**src/rtl/sbts_pkg.sv**
```systemverilog
// ----------------------------------------------------------------------------
// sbts_pkg: shared types and constants of the beacon scheduler
// Profile table, microcode program, register indexes and result codes.
// ----------------------------------------------------------------------------
`default_nettype none

package sbts_pkg;

  // Number of SmartBeaconing profiles in the table below
  localparam int ProfileCount = 3;
  localparam int ProfIdxW     = (ProfileCount > 1) ? $clog2(ProfileCount) : 1;

  localparam logic [9:0]  MsPerS    = 10'd1000;
  localparam logic [31:0] WxHoldMs  = 32'd20000;
  localparam logic [15:0] MsPerMin  = 16'd60000;

  // Divider operand widths: fast speed times fast rate, over speed
  localparam int DivW   = 16;
  localparam int DivorW = 8;
  localparam int DivCntW = $clog2(DivW + 1);

  localparam int IntervalW = 18;
  localparam int FixLimW   = 24;  // 255 min in ms
  localparam int StatLimW  = 27;  // 2047 min in ms

  typedef struct packed {
    logic [7:0] slow_rate;   // seconds
    logic [7:0] slow_speed;  // km/h
    logic [7:0] fast_rate;   // seconds
    logic [7:0] fast_speed;  // km/h
  } profile_t;

  localparam profile_t Profiles [ProfileCount] = '{
    '{slow_rate: 8'd120, slow_speed: 8'd3,  fast_rate: 8'd60, fast_speed: 8'd15},
    '{slow_rate: 8'd120, slow_speed: 8'd5,  fast_rate: 8'd60, fast_speed: 8'd40},
    '{slow_rate: 8'd120, slow_speed: 8'd10, fast_rate: 8'd60, fast_speed: 8'd70}
  };

  // Divider request from the sequencer
  typedef struct packed {
    logic              start;
    logic [DivW-1:0]   dividend;
    logic [DivorW-1:0] divisor;
  } div_req_t;

  // Configuration register indexes
  typedef enum logic [2:0] {
    CFG_PROFILE_SELECT    = 3'd0,
    CFG_SMART_ENABLE      = 3'd1,
    CFG_STATIC_ENABLE     = 3'd2,
    CFG_FIXED_RATE_MIN    = 3'd3,
    CFG_STATIC_PERIOD_MIN = 3'd4,
    CFG_TEMP_HIGH_LIMIT   = 3'd5,
    CFG_TEMP_LOW_LIMIT    = 3'd6,
    CFG_LEVEL_LOW_LIMIT   = 3'd7
  } cfg_reg_e;

  typedef enum logic [2:0] {
    REASON_NONE   = 3'd0,
    REASON_FIXED  = 3'd1,
    REASON_FIRST  = 3'd2,
    REASON_ALARM  = 3'd3,
    REASON_PERIOD = 3'd4
  } reason_e;

  typedef enum logic [1:0] {
    ALARM_NONE      = 2'd0,
    ALARM_TEMP_HIGH = 2'd1,
    ALARM_TEMP_LOW  = 2'd2,
    ALARM_LEVEL_LOW = 2'd3
  } alarm_e;

  // Microcode: datapath operation of a step
  typedef enum logic [3:0] {
    OP_NOP       = 4'd0,
    OP_ACCEPT    = 4'd1,
    OP_WX        = 4'd2,
    OP_SMART     = 4'd3,
    OP_LIMITS    = 4'd4,
    OP_DIV_START = 4'd5,
    OP_INTERVAL  = 4'd6,
    OP_FIXED     = 4'd7,
    OP_STATIC    = 4'd8,
    OP_EMIT      = 4'd9
  } op_e;

  // Microcode: jump condition (taken -> target, else next step)
  typedef enum logic [2:0] {
    COND_NEXT      = 3'd0,
    COND_GOTO      = 3'd1,
    COND_NO_IN     = 3'd2,
    COND_NOT_SMART = 3'd3,
    COND_DIV_BUSY  = 3'd4,
    COND_OUT_FULL  = 3'd5
  } cond_e;

  localparam int StepW = 4;

  localparam logic [StepW-1:0] StepAccept   = 4'd0;
  localparam logic [StepW-1:0] StepWx       = 4'd1;
  localparam logic [StepW-1:0] StepSmart    = 4'd2;
  localparam logic [StepW-1:0] StepLimits   = 4'd3;
  localparam logic [StepW-1:0] StepDivStart = 4'd4;
  localparam logic [StepW-1:0] StepInterval = 4'd5;
  localparam logic [StepW-1:0] StepFixed    = 4'd6;
  localparam logic [StepW-1:0] StepStatic   = 4'd7;
  localparam logic [StepW-1:0] StepEmit     = 4'd8;
  localparam logic [StepW-1:0] StepReturn   = 4'd9;

  typedef struct packed {
    op_e              op;
    cond_e            cond;
    logic [StepW-1:0] target;
  } ucode_t;

  // Control store
  function automatic ucode_t ucode_rom(input logic [StepW-1:0] step);
    ucode_t w;
    w = '{op: OP_NOP, cond: COND_GOTO, target: StepAccept};
    unique case (step)
      StepAccept:   w = '{op: OP_ACCEPT,    cond: COND_NO_IN,     target: StepAccept};
      StepWx:       w = '{op: OP_WX,        cond: COND_NEXT,      target: StepAccept};
      StepSmart:    w = '{op: OP_SMART,     cond: COND_NEXT,      target: StepAccept};
      StepLimits:   w = '{op: OP_LIMITS,    cond: COND_NOT_SMART, target: StepFixed};
      StepDivStart: w = '{op: OP_DIV_START, cond: COND_NEXT,      target: StepAccept};
      StepInterval: w = '{op: OP_INTERVAL,  cond: COND_DIV_BUSY,  target: StepInterval};
      StepFixed:    w = '{op: OP_FIXED,     cond: COND_NEXT,      target: StepAccept};
      StepStatic:   w = '{op: OP_STATIC,    cond: COND_NEXT,      target: StepAccept};
      StepEmit:     w = '{op: OP_EMIT,      cond: COND_OUT_FULL,  target: StepEmit};
      StepReturn:   w = '{op: OP_NOP,       cond: COND_GOTO,      target: StepAccept};
      default:      w = '{op: OP_NOP,       cond: COND_GOTO,      target: StepAccept};
    endcase
    return w;
  endfunction

endpackage

`default_nettype wire

```
**src/rtl/sbts_div.sv**
```systemverilog
// ----------------------------------------------------------------------------
// sbts_div: serial restoring divider
// One quotient bit per cycle; quotient valid once busy_o falls.
// ----------------------------------------------------------------------------
`default_nettype none

module sbts_div
  import sbts_pkg::*;
(
  input  wire logic            clk_i,
  input  wire logic            rst_ni,
  input  wire div_req_t        req_i,
  output logic                 busy_o,
  output logic [DivW-1:0]      quotient_o
);

  logic [DivCntW-1:0] cnt_q, cnt_d;
  logic [DivW-1:0]    quo_q, quo_d;     // dividend shifts out, quotient shifts in
  logic [DivorW-1:0]  rem_q, rem_d;
  logic [DivorW-1:0]  divisor_q, divisor_d;
  logic [DivorW:0]    trial;
  logic               fits;

  assign busy_o     = (cnt_q != '0);
  assign quotient_o = quo_q;

  assign trial = {rem_q, quo_q[DivW-1]};
  assign fits  = (trial >= {1'b0, divisor_q});

  always_comb begin
    cnt_d     = cnt_q;
    quo_d     = quo_q;
    rem_d     = rem_q;
    divisor_d = divisor_q;
    if (busy_o) begin
      cnt_d = cnt_q - 1'b1;
      quo_d = {quo_q[DivW-2:0], fits};
      rem_d = fits ? DivorW'(trial - {1'b0, divisor_q}) : DivorW'(trial);
    end else if (req_i.start) begin
      cnt_d     = DivCntW'(DivW);
      quo_d     = req_i.dividend;
      rem_d     = '0;
      divisor_d = req_i.divisor;
    end
  end

  always_ff @(posedge clk_i or negedge rst_ni) begin
    if (!rst_ni) begin
      cnt_q <= '0;
    end else begin
      cnt_q <= cnt_d;
    end
  end

  always_ff @(posedge clk_i) begin
    quo_q     <= quo_d;
    rem_q     <= rem_d;
    divisor_q <= divisor_d;
  end

  // Partial remainder stays below the divisor
  assert property (@(posedge clk_i) disable iff (!rst_ni)
    (busy_o && divisor_q != '0) |-> (rem_q < divisor_q))
    else $error("sbts_div: remainder out of range");

  // A start on an idle divider begins a run
  assert property (@(posedge clk_i) disable iff (!rst_ni)
    (!busy_o && req_i.start) |=> (cnt_q == DivCntW'(DivW)))
    else $error("sbts_div: start not taken");

  // A run counts down one step per cycle
  assert property (@(posedge clk_i) disable iff (!rst_ni)
    busy_o |=> (cnt_q == $past(cnt_q) - 1'b1))
    else $error("sbts_div: iteration count skipped");

endmodule

`default_nettype wire

```
**src/rtl/smart_beacon_tx_scheduler_top.sv**
```systemverilog
// ----------------------------------------------------------------------------
// smart_beacon_tx_scheduler_top: beacon transmit scheduler
// Microcoded pass over one scheduling transaction per input item.
// ----------------------------------------------------------------------------
// Each input transaction is one scheduling pass and yields exactly one result
// transaction. A short microprogram walks the pass: weather-hold update,
// smart-mode decision, SmartBeaconing interval (using a serial divider for
// fast_speed*fast_rate/speed), fixed-rate check, then static-mode alarm and
// period logic. With smart mode on, the pass waits on the 16-bit serial
// divider; without smart mode it skips the divider steps. The result sits in
// an output register, so the next input is taken while the previous result
// still waits on the master side. Configuration writes are registered and
// must happen only while the block is idle.
// ----------------------------------------------------------------------------
`default_nettype none

module smart_beacon_tx_scheduler_top
  import sbts_pkg::*;
(
  input  wire logic        clk_i,
  input  wire logic        rst_ni,
  // configuration write port
  input  wire logic        cfg_we_i,
  input  wire logic [2:0]  cfg_idx_i,
  input  wire logic [11:0] cfg_wdata_i,
  // input stream
  input  wire logic        s_axis_tvalid_i,
  output logic             s_axis_tready_o,
  // [31:0] now_ms, [39:32] speed_kmh, [51:40] temperature_dt,
  // [61:52] water_level_dp, [93:62] last_tx_ms, [94] weather_request
  input  wire logic [95:0] s_axis_tdata_i,
  // result stream
  output logic             m_axis_tvalid_o,
  input  wire logic        m_axis_tready_i,
  // [0] send_update, [3:1] send_reason, [21:4] tx_interval_ms,
  // [22] smart_active, [23] weather_pending, [25:24] alarm_code
  output logic [31:0]      m_axis_tdata_o
);

  // --------------------------------------------------------------------------
  // Configuration registers
  // --------------------------------------------------------------------------
  logic [1:0]         profile_select_q;
  logic               smart_enable_q;
  logic               static_enable_q;
  logic [7:0]         fixed_rate_min_q;
  logic [10:0]        static_period_min_q;
  logic signed [11:0] temp_high_limit_q;
  logic signed [11:0] temp_low_limit_q;
  logic [9:0]         level_low_limit_q;

  always_ff @(posedge clk_i or negedge rst_ni) begin
    if (!rst_ni) begin
      profile_select_q    <= 2'd0;
      smart_enable_q      <= 1'b0;
      static_enable_q     <= 1'b0;
      fixed_rate_min_q    <= 8'd15;
      static_period_min_q <= 11'd10;
      temp_high_limit_q   <= 12'sd500;
      temp_low_limit_q    <= 12'sd0;
      level_low_limit_q   <= 10'd200;
    end else if (cfg_we_i) begin
      unique case (cfg_reg_e'(cfg_idx_i))
        CFG_PROFILE_SELECT:    profile_select_q    <= cfg_wdata_i[1:0];
        CFG_SMART_ENABLE:      smart_enable_q      <= cfg_wdata_i[0];
        CFG_STATIC_ENABLE:     static_enable_q     <= cfg_wdata_i[0];
        CFG_FIXED_RATE_MIN:    fixed_rate_min_q    <= cfg_wdata_i[7:0];
        CFG_STATIC_PERIOD_MIN: static_period_min_q <= cfg_wdata_i[10:0];
        CFG_TEMP_HIGH_LIMIT:   temp_high_limit_q   <= $signed(cfg_wdata_i);
        CFG_TEMP_LOW_LIMIT:    temp_low_limit_q    <= $signed(cfg_wdata_i);
        CFG_LEVEL_LOW_LIMIT:   level_low_limit_q   <= cfg_wdata_i[9:0];
        default: ;
      endcase
    end
  end

  // --------------------------------------------------------------------------
  // Sequencer
  // --------------------------------------------------------------------------
  logic [StepW-1:0] pc_q, pc_d;
  ucode_t           uc;
  logic             in_fire;
  logic             out_full;
  logic             div_busy;
  logic [DivW-1:0]  div_quo;
  div_req_t         div_req;
  logic             smart_q;
  logic             take;

  assign uc              = ucode_rom(pc_q);
  assign s_axis_tready_o = (uc.op == OP_ACCEPT);
  assign in_fire         = s_axis_tvalid_i && s_axis_tready_o;

  always_comb begin
    unique case (uc.cond)
      COND_NEXT:      take = 1'b0;
      COND_GOTO:      take = 1'b1;
      COND_NO_IN:     take = !in_fire;
      COND_NOT_SMART: take = !smart_q;
      COND_DIV_BUSY:  take = div_busy;
      COND_OUT_FULL:  take = out_full;
      default:        take = 1'b1;
    endcase
    pc_d = take ? uc.target : pc_q + 1'b1;
  end

  always_ff @(posedge clk_i or negedge rst_ni) begin
    if (!rst_ni) begin
      pc_q <= StepAccept;
    end else begin
      pc_q <= pc_d;
    end
  end

  // --------------------------------------------------------------------------
  // Input latch
  // --------------------------------------------------------------------------
  logic [31:0]        now_q;
  logic [7:0]         speed_q;
  logic signed [11:0] temp_q;
  logic [9:0]         level_q;
  logic [31:0]        last_tx_q;
  logic               wx_req_q;

  always_ff @(posedge clk_i) begin
    if (in_fire) begin
      now_q     <= s_axis_tdata_i[31:0];
      speed_q   <= s_axis_tdata_i[39:32];
      temp_q    <= $signed(s_axis_tdata_i[51:40]);
      level_q   <= s_axis_tdata_i[61:52];
      last_tx_q <= s_axis_tdata_i[93:62];
      wx_req_q  <= s_axis_tdata_i[94];
    end
  end

  // --------------------------------------------------------------------------
  // Weather hold
  // --------------------------------------------------------------------------
  logic        wx_hold_q, wx_hold_d;
  logic [31:0] wx_start_q, wx_start_d;
  logic [31:0] wx_age;

  always_comb begin
    wx_hold_d  = wx_req_q | wx_hold_q;
    wx_start_d = wx_req_q ? now_q : wx_start_q;
    wx_age     = now_q - wx_start_d;
    if (wx_age > WxHoldMs) begin
      wx_hold_d = 1'b0;   // hold expired (wrapping age)
    end
  end

  // --------------------------------------------------------------------------
  // Period limits in ms, computed once per pass
  // --------------------------------------------------------------------------
  logic [FixLimW-1:0]  fixed_lim_q;
  logic [StatLimW-1:0] static_lim_q;

  // --------------------------------------------------------------------------
  // Smart interval
  // --------------------------------------------------------------------------
  logic [ProfIdxW-1:0]  prof_idx;
  profile_t             prof;
  logic [7:0]           rate_s;
  logic [IntervalW-1:0] interval_new;
  logic [IntervalW-1:0] interval_hold_q;

  // out-of-range selects saturate to the last profile
  assign prof_idx = (int'(profile_select_q) >= ProfileCount) ?
                    ProfIdxW'(ProfileCount - 1) : ProfIdxW'(profile_select_q);
  assign prof     = Profiles[prof_idx];

  assign div_req.start    = (uc.op == OP_DIV_START);
  assign div_req.dividend = DivW'(prof.fast_speed) * DivW'(prof.fast_rate);
  assign div_req.divisor  = speed_q;

  sbts_div u_div (
    .clk_i      (clk_i),
    .rst_ni     (rst_ni),
    .req_i      (div_req),
    .busy_o     (div_busy),
    .quotient_o (div_quo)
  );

  always_comb begin
    priority if (speed_q < prof.slow_speed) begin
      rate_s = prof.slow_rate;
    end else if (speed_q > prof.fast_speed) begin
      rate_s = prof.fast_rate;
    end else if (speed_q == '0) begin
      rate_s = prof.slow_rate;      // guarded zero divisor
    end else if (div_quo > DivW'(prof.slow_rate)) begin
      rate_s = prof.slow_rate;
    end else begin
      rate_s = div_quo[7:0];
    end
    interval_new = IntervalW'(rate_s) * IntervalW'(MsPerS);
  end

  // --------------------------------------------------------------------------
  // Alarm
  // --------------------------------------------------------------------------
  alarm_e alarm;

  always_comb begin
    priority if (temp_q > temp_high_limit_q) begin
      alarm = ALARM_TEMP_HIGH;
    end else if (temp_q < temp_low_limit_q) begin
      alarm = ALARM_TEMP_LOW;
    end else if (level_q < level_low_limit_q) begin
      alarm = ALARM_LEVEL_LOW;
    end else begin
      alarm = ALARM_NONE;
    end
  end

  // --------------------------------------------------------------------------
  // Datapath registers, written by the step's operation
  // --------------------------------------------------------------------------
  logic        send_q;
  reason_e     reason_q;
  alarm_e      alarm_q;
  logic        static_started_q;
  logic [31:0] static_last_q;
  logic [31:0] fixed_age;
  logic [31:0] static_age;

  assign fixed_age  = now_q - last_tx_q;
  assign static_age = now_q - static_last_q;

  always_ff @(posedge clk_i or negedge rst_ni) begin
    if (!rst_ni) begin
      wx_hold_q        <= 1'b0;
      wx_start_q       <= '0;
      smart_q          <= 1'b0;
      interval_hold_q  <= '0;
      static_started_q <= 1'b0;
      static_last_q    <= '0;
      send_q           <= 1'b0;
      reason_q         <= REASON_NONE;
      alarm_q          <= ALARM_NONE;
      fixed_lim_q      <= '0;
      static_lim_q     <= '0;
    end else begin
      unique case (uc.op)
        OP_WX: begin
          wx_hold_q  <= wx_hold_d;
          wx_start_q <= wx_start_d;
        end
        OP_SMART: begin
          smart_q <= !wx_hold_q && smart_enable_q;
        end
        OP_LIMITS: begin
          fixed_lim_q  <= FixLimW'(fixed_rate_min_q) * FixLimW'(MsPerMin);
          static_lim_q <= StatLimW'(static_period_min_q) * StatLimW'(MsPerMin);
        end
        OP_INTERVAL: begin
          if (!div_busy) begin
            interval_hold_q <= interval_new;
          end
        end
        OP_FIXED: begin
          if (!smart_q && fixed_age >= 32'(fixed_lim_q)) begin
            send_q   <= 1'b1;
            reason_q <= REASON_FIXED;
          end else begin
            send_q   <= 1'b0;
            reason_q <= REASON_NONE;
          end
        end
        OP_STATIC: begin
          alarm_q <= static_enable_q ? alarm : ALARM_NONE;
          if (static_enable_q) begin
            priority if (!static_started_q) begin
              send_q           <= 1'b1;
              reason_q         <= REASON_FIRST;
              static_started_q <= 1'b1;
              static_last_q    <= now_q;
            end else if (alarm != ALARM_NONE) begin
              send_q        <= 1'b1;
              reason_q      <= REASON_ALARM;
              static_last_q <= now_q;
            end else if (static_age >= 32'(static_lim_q)) begin
              send_q        <= 1'b1;
              reason_q      <= REASON_PERIOD;
              static_last_q <= now_q;
            end else begin
              // fixed-rate outcome stands
            end
          end
        end
        default: ;
      endcase
    end
  end

  // --------------------------------------------------------------------------
  // Output register
  // --------------------------------------------------------------------------
  typedef struct packed {
    alarm_e               alarm_code;
    logic                 weather_pending;
    logic                 smart_active;
    logic [IntervalW-1:0] tx_interval_ms;
    reason_e              send_reason;
    logic                 send_update;
  } result_t;

  logic    out_valid_q;
  logic    out_load;
  result_t out_q;

  assign out_full = out_valid_q && !m_axis_tready_i;
  assign out_load = (uc.op == OP_EMIT) && !out_full;

  always_ff @(posedge clk_i or negedge rst_ni) begin
    if (!rst_ni) begin
      out_valid_q <= 1'b0;
    end else if (out_load) begin
      out_valid_q <= 1'b1;
    end else if (m_axis_tready_i) begin
      out_valid_q <= 1'b0;
    end
  end

  always_ff @(posedge clk_i) begin
    if (out_load) begin
      out_q <= '{alarm_code:      alarm_q,
                 weather_pending: wx_hold_q,
                 smart_active:    smart_q,
                 tx_interval_ms:  interval_hold_q,
                 send_reason:     reason_q,
                 send_update:     send_q};
    end
  end

  assign m_axis_tvalid_o = out_valid_q;
  assign m_axis_tdata_o  = {6'd0, out_q};

  // --------------------------------------------------------------------------
  // Assertions
  // --------------------------------------------------------------------------
  // once decided, smart mode never coexists with a weather hold
  assert property (@(posedge clk_i) disable iff (!rst_ni)
    (pc_q > StepSmart && smart_q) |-> !wx_hold_q)
    else $error("smart mode active during weather hold");

  // interval only moves in the interval step
  assert property (@(posedge clk_i) disable iff (!rst_ni)
    (pc_q != StepInterval) |=> $stable(interval_hold_q))
    else $error("interval changed outside its step");

  // divider is idle whenever a new transaction can be taken
  assert property (@(posedge clk_i) disable iff (!rst_ni)
    s_axis_tready_o |-> !div_busy)
    else $error("divider busy at input");

  // a pending result reports a reason exactly when a beacon is due
  assert property (@(posedge clk_i) disable iff (!rst_ni)
    out_valid_q |-> (out_q.send_update == (out_q.send_reason != REASON_NONE)))
    else $error("send flag and reason disagree");

endmodule

`default_nettype wire

```
**config.mk**
```make
export PLATFORM = sky130hd
export DESIGN_NAME = smart_beacon_tx_scheduler_top
export DESIGN_NICKNAME = d
export VERILOG_FILES = /design/src/rtl/sbts_pkg.sv /design/src/rtl/sbts_div.sv /design/src/rtl/smart_beacon_tx_scheduler_top.sv
export SDC_FILE = /design/constraint.sdc
export NUM_CORES = 1
export LEC_CHECK = 0
export ABC_AREA = 1
export ABC_CLOCK_PERIOD_IN_PS = 9700
export BUFFER_PORTS_ARGS = -buffer_cell sky130_fd_sc_hd__buf_2
export CELL_PAD_IN_SITES_DETAIL_PLACEMENT = 0
export CELL_PAD_IN_SITES_GLOBAL_PLACEMENT = 1
export CORE_ASPECT_RATIO = 2
export CORE_MARGIN = 1.5
export CORE_UTILIZATION = 40
export DETAILED_ROUTE_END_ITERATION = 8
export PLACE_DENSITY = 0.78
export SYNTH_ARGS = -nofsm -noshare
export SYNTH_HDL_FRONTEND = slang
export SYNTH_HIERARCHICAL = 1
export SYNTH_SLANG_ARGS = --single-unit
```
**constraint.sdc**
```tcl
create_clock -name clk_i -period 9.7 [get_ports clk_i]
set_clock_uncertainty 0.2 [all_clocks]
set_input_delay 0.97 -clock clk_i [delete_from_list [all_inputs] [get_ports clk_i]]
set_output_delay 0.97 -clock clk_i [all_outputs]
set_load 0.005 [all_outputs]
```
==> flow_summary_export.csv <==
group,metric,value,unit
timing,finalCriticalPeriod,6930,ps
timing,rsz0062_at_grt,"false",
power_and_ir_drop,vdd_drop_max,197,uV
finish,fin_nets,4051,
global_routing,grt_usage,0.206,
placement,gp_routability_congestion,0.907,
drt,drtIter0Drc,1236,
drt,avgRoutedWirePerCell,15.7,um
logic_synthesis,synth_edf_count,150,
logic_synthesis,synth_most_common_cell,"nand2_1",
logic_synthesis,ys_top_cells_by_count,"nand2_1 (851), inv_1 (542), ha_1 (347), nor2_1 (215), o21ai_0 (210)",
die,rows,135,
clock_tree,cts_resized,0,
clock_tree,clkTransAtPathRegs,70,ps
drt,wl,69600,um
worst_hold_path,hold_path.class,"input port to async pin",
critical_path,end_kind,"flip-flop",
logic_synthesis,syn_area_per_cell,8.10,um^2
finish,final_cell_area,30100,um^2
global_routing,grt_max_degree,79,
global_routing,grt_pass1_vias,21817,
critical_path,slowest_delay,630,ps
clock_tree,tritoncts,"yes",
die,pin_count,150,
clock_tree,cts_buffers,37,
run,maxCapViolCount,0,
power_and_ir_drop,leakagePower,15.2,nW
logic_synthesis,synth_cell_type_count,62,
placement,dp_hpwl,55000,um
timing,holdWs,159,ps
placement,portBuffers,139,
die,start_util,0.403,
timing,relSlewSlack,0.233,
timing,fmax,144,MHz
critical_path,startpoint_type,"flip-flop",
die,die-area,69600,um^2
logic_synthesis,yosysTopAreaCellShare,0.167,
global_routing,gr-total-overflow,0,
clock_tree,holdBufCountCts,0,
power_and_ir_drop,p_per_area,325,nW/um^2
critical_path,cp_max_fo,7,
clock_tree,cts_root_buf,"clkbuf_16",
critical_path,crit_required,10000,ps
critical_path,critical_path.top_delay_family,"adder cells",
placement,dpl_cell_area,28900,um^2
die,die_h,371,um
finish,syn_to_final_growth,10.8,%
logic_synthesis,ys.flop_type,"dfrtp_1",
drt,first_pass_iters,6,
logic_synthesis,async_flop_share,0.566,
logic_synthesis,synth_seq_cells,346,
outcome,status,"finished, final reports clean",
clock_tree,cts_setup_buffers,0,
logic_synthesis,seq_area_frac_synth,0.347,
drt,ant_nets,0,
finish,final_util,0.446,
clock_tree,cts_sinks,346,
critical_path,arrival,7220,ps
logic_synthesis,ys_warn_count,6,
timing,tns,0,ps
logic_synthesis,synthTopCellsByArea,"dfrtp_1 (17%), edfxtp_1 (17%), ha_1 (16%), nand2_1 (12%), inv_1 (7.5%)",
finish,drive_gt1_frac,0.0770,
critical_path,critPathBufInv,4,
timing,hold_violations,0,
critical_path,slowest_stage,"fa_1",
drt,viasPerCell,4.95,
drt,via_count,21915,
global_routing,grt_pass1_wl,114000,um
timing,fin_crit_sh,0.714,
timing,finalMaxSlewViolations,0,
drt,drcViolationCount,0,
logic_synthesis,postSynthCellCount,3351,
timing,setup_viol,0,
logic_synthesis,syn_area,27200,um^2
clock_tree,clk_path_buf_depth,3,
timing,worstMarginPinSlew,1150,ps
clock_tree,cts-htree-levels,2,
critical_path,crit_top_cell,"a21oi_1",
die,fp.dieW,187,um
clock_tree,worstSkewPairLatency,580,ps
logic_synthesis,synth_area_leader_cell,"dfrtp_1",
critical_path,path_class,"flip-flop to flip-flop",
die,core,67400,um^2
global_routing,antenna_found_initial,3,
[metrics by stage]
step | setup slack (ps) | cells | total power, mW
finish | 2770 | 4425 | 9.77
global route | 2050 | 4424 | 10.9
CTS | 2730 | 4424 | 9.89
detailed placement | 2770 | 4356 | 8.37
global placement | 2850 | 4356 | 8.27
floorplan | 657 | 3373 | 6.91
[where the power goes]
part	switching (mW)	leakage (nW)	internal, mW
Clock	0.642	0.602	0.805
Combinational	3.69	10.7	2.28
Sequential	0.316	3.84	2.03
[placed cells by master (no fill, tap or decap), drive strengths merged, types with 50 or more instances in the layout]
| cell | count |
|---|---|
| nand2 | 860 |
| edfxtp | 150 |
| xor2 | 50 |
| fa | 83 |
| nand3 | 162 |
| dfrtp | 181 |
| nor2 | 223 |
| clkbuf | 50 |
| buf | 146 |
| o21ai | 230 |
| a21oi | 199 |
| ha | 347 |
| inv | 553 |
[logic make-up after synthesis]
| family | Yosys count | share of synthesized area |
|---|---|---|
| xor gates and xnor gates | 87 | 0.0281 |
| adders and majority gates | 430 | 0.221 |
| buffers and inverters | 604 | 0.0862 |
| AOI/OAI and AO/OA | 501 | 0.100 |
| other | 2 | 0.000277 |
| and+or+nand+nor | 1352 | 0.206 |
| DFF | 346 | 0.347 |
| muxes | 29 | 0.0107 |
[final cells by class]
cell class	count	area (um^2)
sequential	346	9430
clock buffer	49	1050
timing repair buffer	147	764
antenna	1	2.50
fill	6702	37300
clock inverter	19	161
multi-input combinational	2423	15500
tap	890	1110
inverter	550	2060
[flip-flops by register name (all words and copies together), names as in the netlist, 12 cells and up]
signal and flops:
static_lim_q 22, wx_start_q 32, interval_hold_q 15, now_q 32, temp_low_limit_q 12, temp_q 12
u_div/quotient_o 16, m_axis_tdata_o 23, fixed_lim_q 19, last_tx_q 32, temp_high_limit_q 12, static_last_q 32
[worst paths after layout]
path                                                  from                           endpoint  slack (ps)  cells after the start
setup / recovery           profile_select_q[1]$_DFFE_PN0P_    interval_hold_q[17]$_DFFE_PN0P_        2770                     30
hold / removal                                      rst_ni  temp_high_limit_q[11]$_DFFE_PN0P_         160                      1
setup reg to reg           profile_select_q[1]$_DFFE_PN0P_    interval_hold_q[17]$_DFFE_PN0P_        2770                     30
hold reg to reg             interval_hold_q[9]$_DFFE_PN0P_       m_axis_tdata_o[13]$_DFFE_PP_         250                      0
max in group asynchronous                           rst_ni    interval_hold_q[16]$_DFFE_PN0P_        6840                      3
min in group clk_i          interval_hold_q[9]$_DFFE_PN0P_       m_axis_tdata_o[13]$_DFFE_PP_         250                      0
[worst register-to-register path: cells and delay by family (launching register included)]
kind            cells  cell delay [ps]
fa+ha+maj           6             2480
compound gates     11             1710
simple gates        8             1400
flops               1              480
buf+inv             4              470
xor+xnor            1              100
[layer usage]
metal  routed length (um)  vias to the layer above  track usage
met3                 2880                       91       0.0233
met5                   22                        -            0
met2                33800                      405        0.362
li1                     -                    11197            -
met4                 1860                        4       0.0645
met1                31000                    10218        0.265
Power figures use the tool's default switching activity.
